`src/hdl/ps2s1_pkg.sv`:
```
// Package: scan code constants, prefix states, event kinds and shared types.
`default_nettype none
package ps2s1_pkg;

   // Raw scan code bytes with special meaning
   localparam logic [7:0] CODE_E0        = 8'hE0;
   localparam logic [7:0] CODE_E1        = 8'hE1;
   localparam logic [7:0] CODE_PS_MAKE1  = 8'h2A;
   localparam logic [7:0] CODE_PS_MAKE2  = 8'h37;
   localparam logic [7:0] CODE_PS_BRK1   = 8'hB7;
   localparam logic [7:0] CODE_PS_BRK2   = 8'hAA;
   localparam logic [7:0] CODE_RCTRL_MK  = 8'h1D;
   localparam logic [7:0] CODE_RCTRL_BRK = 8'h9D;
   localparam logic [7:0] CODE_RALT_MK   = 8'h38;
   localparam logic [7:0] CODE_RALT_BRK  = 8'hB8;

   // Key indexes (break bit cleared) of the plain modifier keys
   localparam logic [6:0] KEY_LSHIFT = 7'h2A;
   localparam logic [6:0] KEY_RSHIFT = 7'h36;
   localparam logic [6:0] KEY_LCTRL  = 7'h1D;
   localparam logic [6:0] KEY_LALT   = 7'h38;

   // Prefix states
   localparam logic [3:0] ST_IDLE   = 4'd0;
   localparam logic [3:0] ST_E0     = 4'd1;
   localparam logic [3:0] ST_PSM1   = 4'd2;
   localparam logic [3:0] ST_PSM2   = 4'd3;
   localparam logic [3:0] ST_PSB1   = 4'd4;
   localparam logic [3:0] ST_PSB2   = 4'd5;
   localparam logic [3:0] ST_PAUSE1 = 4'd6;
   localparam logic [3:0] ST_PAUSE5 = 4'd10;
   // Pause state minus this base gives the position of the expected byte
   localparam logic [3:0] PAUSE_BASE = 4'd5;
   localparam logic [2:0] PAUSE_LAST = 3'd5;

   // Event kinds
   localparam logic [2:0] EV_NONE     = 3'd0;
   localparam logic [2:0] EV_PRESS    = 3'd1;
   localparam logic [2:0] EV_PS_MAKE  = 3'd2;
   localparam logic [2:0] EV_PS_BREAK = 3'd3;
   localparam logic [2:0] EV_PAUSE    = 3'd4;
   localparam logic [2:0] EV_EXT      = 3'd5;

   // Modifier flag bit positions
   localparam int M_LS = 0;
   localparam int M_RS = 1;
   localparam int M_LC = 2;
   localparam int M_RC = 3;
   localparam int M_LA = 4;
   localparam int M_RA = 5;

   typedef logic [5:0] mods_type;

   typedef struct packed {
      logic [2:0] event_kind;
      logic [6:0] key_index;
      logic       shift_level;
      mods_type   mods;
   } result_type;

   // Bytes of the pause sequence E1 1D 45 E1 9D C5, by position
   function automatic logic [7:0] pause_byte(input logic [2:0] pos);
      logic [7:0] b;
      case (pos)
         3'd0:    b = 8'hE1;
         3'd1:    b = 8'h1D;
         3'd2:    b = 8'h45;
         3'd3:    b = 8'hE1;
         3'd4:    b = 8'h9D;
         3'd5:    b = 8'hC5;
         default: b = 8'h00;
      endcase
      return b;
   endfunction

endpackage
`default_nettype wire

```
`src/hdl/ps2s1_if.sv`:
```
// Interfaces: scan code request channel and decoded event response channel.
`default_nettype none
interface ps2s1_req_if;
   logic       valid;
   logic       ready;
   logic [7:0] scan_code;

   modport source (output valid, output scan_code, input ready);
   modport sink (input valid, input scan_code, output ready);
endinterface

interface ps2s1_rsp_if;
   logic       valid;
   logic       ready;
   logic [2:0] event_kind;
   logic [6:0] key_index;
   logic       shift_level;
   logic       left_shift;
   logic       right_shift;
   logic       left_ctrl;
   logic       right_ctrl;
   logic       left_alt;
   logic       right_alt;

   modport source (output valid, output event_kind, output key_index, output shift_level,
                   output left_shift, output right_shift, output left_ctrl,
                   output right_ctrl, output left_alt, output right_alt, input ready);
   modport sink (input valid, input event_kind, input key_index, input shift_level,
                 input left_shift, input right_shift, input left_ctrl,
                 input right_ctrl, input left_alt, input right_alt, output ready);
endinterface
`default_nettype wire

```
`src/hdl/ps2s1_decode.sv`:
```
// Next-state and event logic for one scan code byte.
`default_nettype none
module ps2s1_decode
   import ps2s1_pkg::*;
(
   input  wire logic [3:0] state,
   input  wire mods_type   mods,
   input  wire logic [7:0] code,
   output logic [3:0]      state_next,
   output result_type      result
);

   logic       use_plain;
   logic [7:0] plain_code;
   logic       plain_make;
   logic [6:0] plain_key;
   logic [2:0] pause_pos;
   mods_type   mods_next;

   assign plain_make = ~plain_code[7];
   assign plain_key  = plain_code[6:0];
   assign pause_pos  = 3'(state - PAUSE_BASE);

   always_comb begin
      state_next         = ST_IDLE;
      mods_next          = mods;
      use_plain          = 1'b0;
      plain_code         = code;
      result.event_kind  = EV_NONE;
      result.key_index   = '0;
      result.shift_level = 1'b0;

      // Walk the prefix state
      unique case (state) inside
         ST_E0: begin
            result.event_kind = EV_EXT;
            unique case (code)
               CODE_PS_MAKE1: begin
                  state_next        = ST_PSM1;
                  result.event_kind = EV_NONE;
               end
               CODE_PS_BRK1: begin
                  state_next        = ST_PSB1;
                  result.event_kind = EV_NONE;
               end
               CODE_RCTRL_MK:  mods_next[M_RC] = 1'b1;
               CODE_RCTRL_BRK: mods_next[M_RC] = 1'b0;
               CODE_RALT_MK:   mods_next[M_RA] = 1'b1;
               CODE_RALT_BRK:  mods_next[M_RA] = 1'b0;
               default: ;
            endcase
         end
         ST_PSM1: begin
            if (code == CODE_E0) begin
               state_next = ST_PSM2;
            end else begin
               use_plain  = 1'b1;
               plain_code = CODE_PS_MAKE1;
            end
         end
         ST_PSM2: begin
            if (code == CODE_PS_MAKE2) begin
               result.event_kind = EV_PS_MAKE;
            end else begin
               use_plain  = 1'b1;
               plain_code = CODE_PS_MAKE1;
            end
         end
         ST_PSB1: begin
            if (code == CODE_E0) begin
               state_next = ST_PSB2;
            end else begin
               use_plain  = 1'b1;
               plain_code = CODE_PS_BRK1;
            end
         end
         ST_PSB2: begin
            if (code == CODE_PS_BRK2) begin
               result.event_kind = EV_PS_BREAK;
            end else begin
               use_plain  = 1'b1;
               plain_code = CODE_PS_BRK1;
            end
         end
         [ST_PAUSE1:ST_PAUSE5]: begin
            // Drop the byte and go idle on a mismatch
            if (code == pause_byte(pause_pos)) begin
               if (pause_pos == PAUSE_LAST) begin
                  result.event_kind = EV_PAUSE;
               end else begin
                  state_next = state + 4'd1;
               end
            end
         end
         default: begin
            // Idle, and any unused code behaves as idle
            if (code == CODE_E1) begin
               state_next = ST_PAUSE1;
            end else if (code == CODE_E0) begin
               state_next = ST_E0;
            end else begin
               use_plain = 1'b1;
            end
         end
      endcase

      // Handle an ordinary code: modifier update or key press
      if (use_plain) begin
         case (plain_key)
            KEY_LSHIFT: mods_next[M_LS] = plain_make;
            KEY_RSHIFT: mods_next[M_RS] = plain_make;
            KEY_LCTRL:  mods_next[M_LC] = plain_make;
            KEY_LALT:   mods_next[M_LA] = plain_make;
            default: begin
               if (plain_make) begin
                  result.event_kind  = EV_PRESS;
                  result.key_index   = plain_key;
                  result.shift_level = mods[M_LS] | mods[M_RS];
               end
            end
         endcase
      end

      result.mods = mods_next;
   end

endmodule
`default_nettype wire

```
`src/hdl/ps2_scancode_set1_decoder.sv`:
```
// Top level: set-1 scan code decoder with input register and result register.
// An accepted byte waits in the input register until the response register is free.
// Throughput: one request per cycle, limited only by the response side's ready.
// The prefix state and modifier flags update once per byte, in request order.
// Synchronous active-high reset: prefix idle, all modifiers clear, both stages empty.
`default_nettype none
module ps2_scancode_set1_decoder
   import ps2s1_pkg::*;
(
   input wire logic clock,
   input wire logic reset,
   ps2s1_req_if.sink   req,
   ps2s1_rsp_if.source rsp
);

   logic       in_valid_ff, in_valid_in;
   logic [7:0] code_ff;
   logic       out_valid_ff, out_valid_in;
   result_type result_ff, result_in;
   logic [3:0] state_ff, state_in;
   mods_type   mods_ff, mods_in;
   logic       advance;
   logic [3:0] dec_state;
   result_type dec_result;

   // Move the held byte on when the response register is free or draining
   assign advance     = in_valid_ff & (~out_valid_ff | rsp.ready);
   assign req.ready   = ~in_valid_ff | advance;
   assign in_valid_in = req.valid | (in_valid_ff & ~advance);
   assign out_valid_in = advance | (out_valid_ff & ~rsp.ready);

   ps2s1_decode u_decode (
      .state      (state_ff),
      .mods       (mods_ff),
      .code       (code_ff),
      .state_next (dec_state),
      .result     (dec_result)
   );

   assign state_in  = advance ? dec_state : state_ff;
   assign mods_in   = advance ? dec_result.mods : mods_ff;
   assign result_in = advance ? dec_result : result_ff;

   // Control state
   always_ff @(posedge clock) begin
      if (reset) begin
         in_valid_ff  <= 1'b0;
         out_valid_ff <= 1'b0;
         state_ff     <= ST_IDLE;
         mods_ff      <= '0;
      end else begin
         in_valid_ff  <= in_valid_in;
         out_valid_ff <= out_valid_in;
         state_ff     <= state_in;
         mods_ff      <= mods_in;
      end
   end

   // Payload registers
   always_ff @(posedge clock) begin
      if (req.ready) begin
         code_ff <= req.scan_code;
      end
      result_ff <= result_in;
   end

   // Drive the response channel
   assign rsp.valid       = out_valid_ff;
   assign rsp.event_kind  = result_ff.event_kind;
   assign rsp.key_index   = result_ff.key_index;
   assign rsp.shift_level = result_ff.shift_level;
   assign rsp.left_shift  = result_ff.mods[M_LS];
   assign rsp.right_shift = result_ff.mods[M_RS];
   assign rsp.left_ctrl   = result_ff.mods[M_LC];
   assign rsp.right_ctrl  = result_ff.mods[M_RC];
   assign rsp.left_alt    = result_ff.mods[M_LA];
   assign rsp.right_alt   = result_ff.mods[M_RA];

   // Key index and shift level only accompany a key press
   assert property (@(posedge clock) disable iff (reset)
      (rsp.valid && rsp.event_kind != EV_PRESS) |-> (rsp.key_index == 7'd0 &&
      rsp.shift_level == 1'b0))
      else $error("key fields set on a non-press event");

   // A pause event only closes from the last pause state
   assert property (@(posedge clock) disable iff (reset)
      (advance && dec_result.event_kind == EV_PAUSE) |-> (state_ff == ST_PAUSE5))
      else $error("pause event outside the pause sequence");

   // The prefix state never leaves the used codes
   assert property (@(posedge clock) disable iff (reset)
      state_ff <= ST_PAUSE5)
      else $error("prefix state out of range");

   // A held byte that cannot advance blocks new requests
   assert property (@(posedge clock) disable iff (reset)
      (in_valid_ff && !advance) |-> !req.ready)
      else $error("request taken while input register is blocked");

endmodule
`default_nettype wire
```
`src/flat_wrapper.sv`:
```
// flat-port wrapper written by rule: the top's interface ports become plain ports
module ps2_scancode_set1_decoder_flat import ps2s1_pkg::*;
  (clock, reset, req_valid, req_scan_code, req_ready, rsp_valid, rsp_event_kind, rsp_key_index, rsp_shift_level, rsp_left_shift, rsp_right_shift, rsp_left_ctrl, rsp_right_ctrl, rsp_left_alt, rsp_right_alt, rsp_ready);
  ps2s1_req_if req_i ();
  ps2s1_rsp_if rsp_i ();
  input wire logic clock;
  input wire logic reset;
  input wire logic [$bits(req_i.valid)-1:0] req_valid;
  input wire logic [$bits(req_i.scan_code)-1:0] req_scan_code;
  output wire logic [$bits(req_i.ready)-1:0] req_ready;
  output wire logic [$bits(rsp_i.valid)-1:0] rsp_valid;
  output wire logic [$bits(rsp_i.event_kind)-1:0] rsp_event_kind;
  output wire logic [$bits(rsp_i.key_index)-1:0] rsp_key_index;
  output wire logic [$bits(rsp_i.shift_level)-1:0] rsp_shift_level;
  output wire logic [$bits(rsp_i.left_shift)-1:0] rsp_left_shift;
  output wire logic [$bits(rsp_i.right_shift)-1:0] rsp_right_shift;
  output wire logic [$bits(rsp_i.left_ctrl)-1:0] rsp_left_ctrl;
  output wire logic [$bits(rsp_i.right_ctrl)-1:0] rsp_right_ctrl;
  output wire logic [$bits(rsp_i.left_alt)-1:0] rsp_left_alt;
  output wire logic [$bits(rsp_i.right_alt)-1:0] rsp_right_alt;
  input wire logic [$bits(rsp_i.ready)-1:0] rsp_ready;
  assign req_i.valid = req_valid;
  assign req_i.scan_code = req_scan_code;
  assign req_ready = req_i.ready;
  assign rsp_valid = rsp_i.valid;
  assign rsp_event_kind = rsp_i.event_kind;
  assign rsp_key_index = rsp_i.key_index;
  assign rsp_shift_level = rsp_i.shift_level;
  assign rsp_left_shift = rsp_i.left_shift;
  assign rsp_right_shift = rsp_i.right_shift;
  assign rsp_left_ctrl = rsp_i.left_ctrl;
  assign rsp_right_ctrl = rsp_i.right_ctrl;
  assign rsp_left_alt = rsp_i.left_alt;
  assign rsp_right_alt = rsp_i.right_alt;
  assign rsp_i.ready = rsp_ready;
  ps2_scancode_set1_decoder u_core (.clock(clock), .reset(reset), .req(req_i), .rsp(rsp_i));
endmodule
```
`config.mk`:
```
export PLATFORM = sky130hd
export DESIGN_NAME = ps2_scancode_set1_decoder_flat
export DESIGN_NICKNAME = d
export VERILOG_FILES = /design/src/hdl/ps2s1_pkg.sv /design/src/hdl/ps2s1_if.sv /design/src/hdl/ps2s1_decode.sv /design/src/hdl/ps2_scancode_set1_decoder.sv /design/src/flat_wrapper.sv
export SDC_FILE = /design/constraint.sdc
export NUM_CORES = 1
export LEC_CHECK = 0
export BUFFER_PORTS_ARGS = -buffer_cell sky130_fd_sc_hd__buf_2
export CAP_MARGIN = 20
export CORE_AREA = 10 10 90 92
export DETAILED_ROUTE_END_ITERATION = 16
export DIE_AREA = 0 0 100 102
export PLACE_DENSITY_LB_ADDON = 0.25
export SETUP_SLACK_MARGIN = 0.1
export SLEW_MARGIN = 20
export SYNTH_ARGS = -nofsm -noshare
export SYNTH_HDL_FRONTEND = slang
export SYNTH_SLANG_ARGS = --single-unit
```
`constraint.sdc`:
```
create_clock -name clock -period 2.8 [get_ports clock]
set_clock_uncertainty 0.2 [all_clocks]
set_input_delay 0.28 -clock clock [delete_from_list [all_inputs] [get_ports clock]]
set_output_delay 0.28 -clock clock [all_outputs]
set_load 0.03 [all_outputs]
```
=== After elaboration in Yosys (flattened, before gate mapping) ===
Index checks and enable logic that the tools add are counted.

* Input port bits: 12
* Word-level logic and storage cells: 100
* Flip-flop bits (word level): 37

* Add/sub/neg operators: 2
* Bitwise logic cells: 14
* Equality and inequality tests: 25
* Multiplexer cells: 39
* Magnitude comparators: 2
* Reduce and logical (&&, ||, !) cells: 9

{| class="wikitable"
|+ Operators with widths
! kind !! count
|-
| $eq 8x8->1 const B || 6
|-
| $mux 8 || 5
|-
| $pmux 8 s5 || 1
|-
| $mux 11 || 3
|-
| $pmux 8 s4 || 1
|-
| $eq 8x6->1 const B || 3
|-
| $eq 7x6->1 const B || 3
|-
| $pmux 4 s5 || 1
|-
| $mux 3 || 6
|-
| $mux 1 || 12
|-
| $pmux 3 s4 || 1
|-
| $reduce_or 2->1 || 5
|-
| $eq 4x2->1 const B || 2
|-
| $eq 4x3->1 const B || 2
|-
| $eq 8x5->1 const B || 1
|-
| $eq 8x8->1 || 1
|-
| $mux 4 || 2
|-
| $eq 7x5->1 const B || 1
|-
| $eq 3x2->1 const B || 2
|-
| $eq 3x3->1 const B || 2
|-
| $mux 2 || 3
|-
| $not 1->1 || 6
|-
| $pmux 3 s2 || 1
|-
| $reduce_or 6->1 || 1
|-
| other kinds (13) || 20
|}

=== Logic depth before layout (Yosys ltp) ===
* Word-level depth: 11
* Gate-level depth with buffers: 9
* Gate-level depth less buffers: 8

=== By module ===
A second synthesis with hierarchy kept.

* Cell total of the unflattened synthesis: 242
* Area total of the unflattened synthesis: 2518.7 µm²

{| class="wikitable"
|+ By module, submodules not included
! module !! sequential area each (µm²) !! cells each !! times used !! area each (µm²)
|-
| ps2_scancode_set1_decoder || 991.0 || 77 || 1 || 1291.2
|-
| ps2s1_decode || 0.0 || 165 || 1 || 1227.4
|}

=== Worst setup path before layout ===
OpenSTA, ideal clock, no wires.

* Path type: flip-flop to flip-flop
* Start point: register u_core.state_ff[0]
* End point: register u_core.result_ff (netlist bit u_core.rsp.left_shift), data pin
* Required time: 2.340 ns
* Setup time: 0.260 ns
* Arrival: 2.274 ns
* Stages on the path, launching flop included: 9
* Path buffers: 0
* Period minus slack after synthesis: 2.734 ns
* Setup slack: 0.066 ns
* Cell sequence: dfxtp_1 > inv_1 > ha_1 > mux2i_1 > nor2_2 > or2_2 > a31oi_4 > nand4_1 > mux2_4

{| class="wikitable"
|+ RTL lines
! item !! RTL line !! source
|-
| start, declared || ps2_scancode_set1_decoder.sv:20 || <nowiki>logic [3:0] state_ff, state_in;</nowiki>
|-
| start signal, assigned || ps2_scancode_set1_decoder.sv:54 || <nowiki>state_ff <= state_in;</nowiki>
|-
| end signal, assigned || ps2_scancode_set1_decoder.sv:64 || <nowiki>result_ff <= result_in;</nowiki>
|-
| end, declared || ps2_scancode_set1_decoder.sv:19 || <nowiki>result_type result_ff, result_in;</nowiki>
|}

=== Worst setup path in the final report ===
* Start point: register u_core.state_ff[1]
* End point: register u_core.result_ff (netlist bit u_core.rsp.key_index[3]), data pin

* Cells in the longest elaborated chain, start to end: 6

{| class="wikitable"
|+ Ends and longest elaborated chain
! item !! RTL line !! source
|-
| $ge 4x3->1 (no line) / $le 4x4->1 (equally long branches) || -- ||
|-
| $logic_and 1x1->1 (no line) || -- ||
|-
| $reduce_or 2->1 (no line) || -- ||
|-
| $pmux 1 s4 || ps2s1_decode.sv:34 || <nowiki>unique case (state) inside</nowiki>
|-
| $not 1->1 (no line) || -- ||
|-
| $reduce_or 6->1 (no line) || -- ||
|}

Parallel ways exist; a longest one is shown, timed or not.
A chain may end at the register's enable or synchronous reset.

==> results.cfg <==
[worst_setup_path]
cp.arrival_ns = 2.49
worstSetupStartpoint = u_core.state_ff[1]$_SDFFE_PP0P_
start_kind = register
reg2reg_from = u_core.state_ff[1]$_SDFFE_PP0P_
critical-path-top-delay-family = simple AND/OR/NAND/NOR gates
path_depth = 9
required_ns = 2.64
path_max_fanout = 6
critPathCaptureType = register
critPathCapture = u_core.rsp.key_index[3]$_SDFFCE_PP0P_
crit_path_top_delay_cell = a2111o_1
critPathKind = reg -> reg
cp.buffers_inverters = 2
worst-r2r-cell-count = 9
r2r-end = u_core.rsp.key_index[3]$_SDFFCE_PP0P_
worstPathCellList = inv_1 > ha_2 > nand3b_1 > a41oi_2 > nor3_1 > buf_4 > a2111o_1 > and4_1 > and3_1
r2r_slack_ns = 0.15
cpPeakStageDelay_ns = 0.42

[yosys]
yosys.area.top_type = edfxtp_1
synth_area_per_cell_um2 = 9.994
synth_seq_cells = 37
syn_nets = 267
yosysWarnings = 0
yosysMostFrequentCell = edfxtp_1
async_flop_share = 0
synthFlopType = edfxtp_1
yosysTopAreaCellShare = 0.3029
netlist_area_mm2 = 0.002479
synth_edf_count = 25
synth_common_cells = edfxtp_1 (25), nor2_1 (22), nor3_1 (16), nand2_1 (14), nand4_1 (13)
ys_seq_area_frac = 0.3998
synth_cell_types = 65
synth_cells = 248
synth_area_leaders = edfxtp_1 (30%), dfxtp_1 (9.7%), mux2i_1 (3.6%)

[global_routing]
grt_pass1_vias = 2080
antenna_found_initial = 0
grt_pass1_wl_mm = 10.48
grt_max_degree = 23
grt-ovfl-total = 0
grtUsageTotal = 0.1244

[final_layout]
diodes = 0
nets = 340
drive_gt1_frac = 0.3851
fin_cells = 399
area_growth_pct = 30.74
final_cell_area_mm2 = 0.003241
fin_util = 0.5162

[power_and_ir_drop]
ir_drop_uv = 324.8
power_density_mw_per_mm2 = 406.7
total_power_mw = 1.318
p_leak_nw = 1.226

[timing]
setup_tns_ns = 0
setup_viol = 0
setup_slack_ns = 0.1504
fmax_ghz = 0.3774
slew_headroom = 0.7213
hold_ws_ns = 0.002097
min_period_ns = 2.650
max_slew.worst_pin.slew_ns = 0.4175
hold_violations = 0
rsz0062_at_grt = true
drv_slew = 0
post-route-period-util = 0.9463

[run]
cap_violations = 0

[placement]
dp_cells = 379
place_congestion = 0.9157
pre_cts_slack_ns = 0.04770
post_dp_cell_area_mm2 = 0.002928
dpl.hpwl_mm = 4.949
numPortBuffers = 30

[floorplanning]
die_h_um = 102
placement_rows = 29
start_util = 0.3949
die-width_um = 100
dieArea_mm2 = 0.01020
ios = 31
coreArea_mm2 = 0.006277

[clocking]
htreeDepth = 2
clkLatencyLatePin_ns = 0.29
clock-root-buffer = clkbuf_8
cts_made_buffers = 5
clockBufferDepth = 2
clock-sinks = 37
cts_tree = done
path_clk_slew_ns = 0.07

[routing]
avgViaCountPerCell = 5.554
wl_per_cell_um = 16.79
drt_iter0_drc = 144
ant_nets = 0
wirelength_mm = 6.701
dr.pass1.iters = 4
drc_errors = 0
via_count = 2216

[run_status]
status = completed

[min_path]
hold_path.class = in -> reg
min_path_cells = 3
-- report_power, final --
part           internal, mW  switching (mW)
sequential            0.608          0.0128
clock                 0.173           0.187
combinational         0.139           0.199
total                 0.920           0.398
-- timing repair --
action,4_1_cts,5_1_grt
gates resized for setup,4,21
setup endpoints to repair,13,18
setup buffers,0,3
hold buffers,8,0
endpoints found under the hold margin,8,0
pin swaps,2,4
gates cloned,0,1
-- how the worst min path moves through the flow --
stage / start / end
finish: req_valid / u_core.in_valid_ff$_SDFF_PP0_
global placement: u_core.mods_ff[3]$_SDFFE_PP0P_ / u_core.mods_ff[3]$_SDFFE_PP0P_
floorplan: req_scan_code[0] / u_core.code_ff[0]$_DFFE_PN_
CTS: req_valid / u_core.in_valid_ff$_SDFF_PP0_
global route: req_valid / u_core.in_valid_ff$_SDFF_PP0_
detailed placement: u_core.mods_ff[5]$_SDFFE_PP0P_ / u_core.mods_ff[5]$_SDFFE_PP0P_
-- cell usage in the layout (no fill, tap or decap), types with 4 or more instances in the layout --
cell type      count
dlygate4sd3_1      8
edfxtp_1          25
mux2_2             5
clkbuf_8           5
nor2_1            21
nand2b_1           8
nor3_1            14
mux2i_1            8
nand4_1           13
nand3_1            8
buf_4             39
o21ai_0            8
nor3_2             4
dfxtp_1            9
nand2_1           14
inv_1              5
buf_2             30
a21oi_1           10
ha_2               4
-- flip-flops by register name (all words and copies together), names as in the netlist --
register,flops
u_core.code_ff,8
u_core.rsp.key_index,7
u_core.mods_ff,6
u_core.state_ff,4
u_core.rsp.event_kind,3
u_core.in_valid_ff,1
u_core.rsp.left_alt,1
u_core.rsp.left_ctrl,1
u_core.rsp.left_shift,1
u_core.rsp.right_alt,1
u_core.rsp.right_ctrl,1
u_core.rsp.right_shift,1
u_core.rsp.shift_level,1
u_core.rsp.valid,1
-- kinds of logic (layout without fill, tap and decap cells) --
logic type	Yosys count	count (layout)	synth area share
buf+inv	17	90	0.03584
simple gates	117	117	0.2847
xor+xnor	4	4	0.02171
compound gates	49	50	0.1474
flops	37	37	0.3998
fa+ha+maj	7	7	0.03533
mux	17	17	0.07521
-- metal layers --
layer  part of all wire  global-route usage  vias up
met5                  0                   0        -
met4              0.019             0.02826        0
met3              0.074             0.03104       11
met2               0.47              0.2051       66
met1               0.44              0.1606     1040
li1                   -                   -     1099
-- final cells by class --
type | count | area [um^2]
clock buffer | 6 | 72.57
clock inverter | 2 | 10.01
fill | 599 | 3037
inverter | 5 | 18.77
multi-input combinational | 195 | 1520
sequential | 37 | 999.7
tap | 77 | 96.34
timing repair buffer | 77 | 523.0
-- worst min-delay path, cell delays in order --
cell and delay (ns):
buf_2 0.08, a21oi_1 0.03, nor2_1 0.06
(Power assumes the default switching activity.)
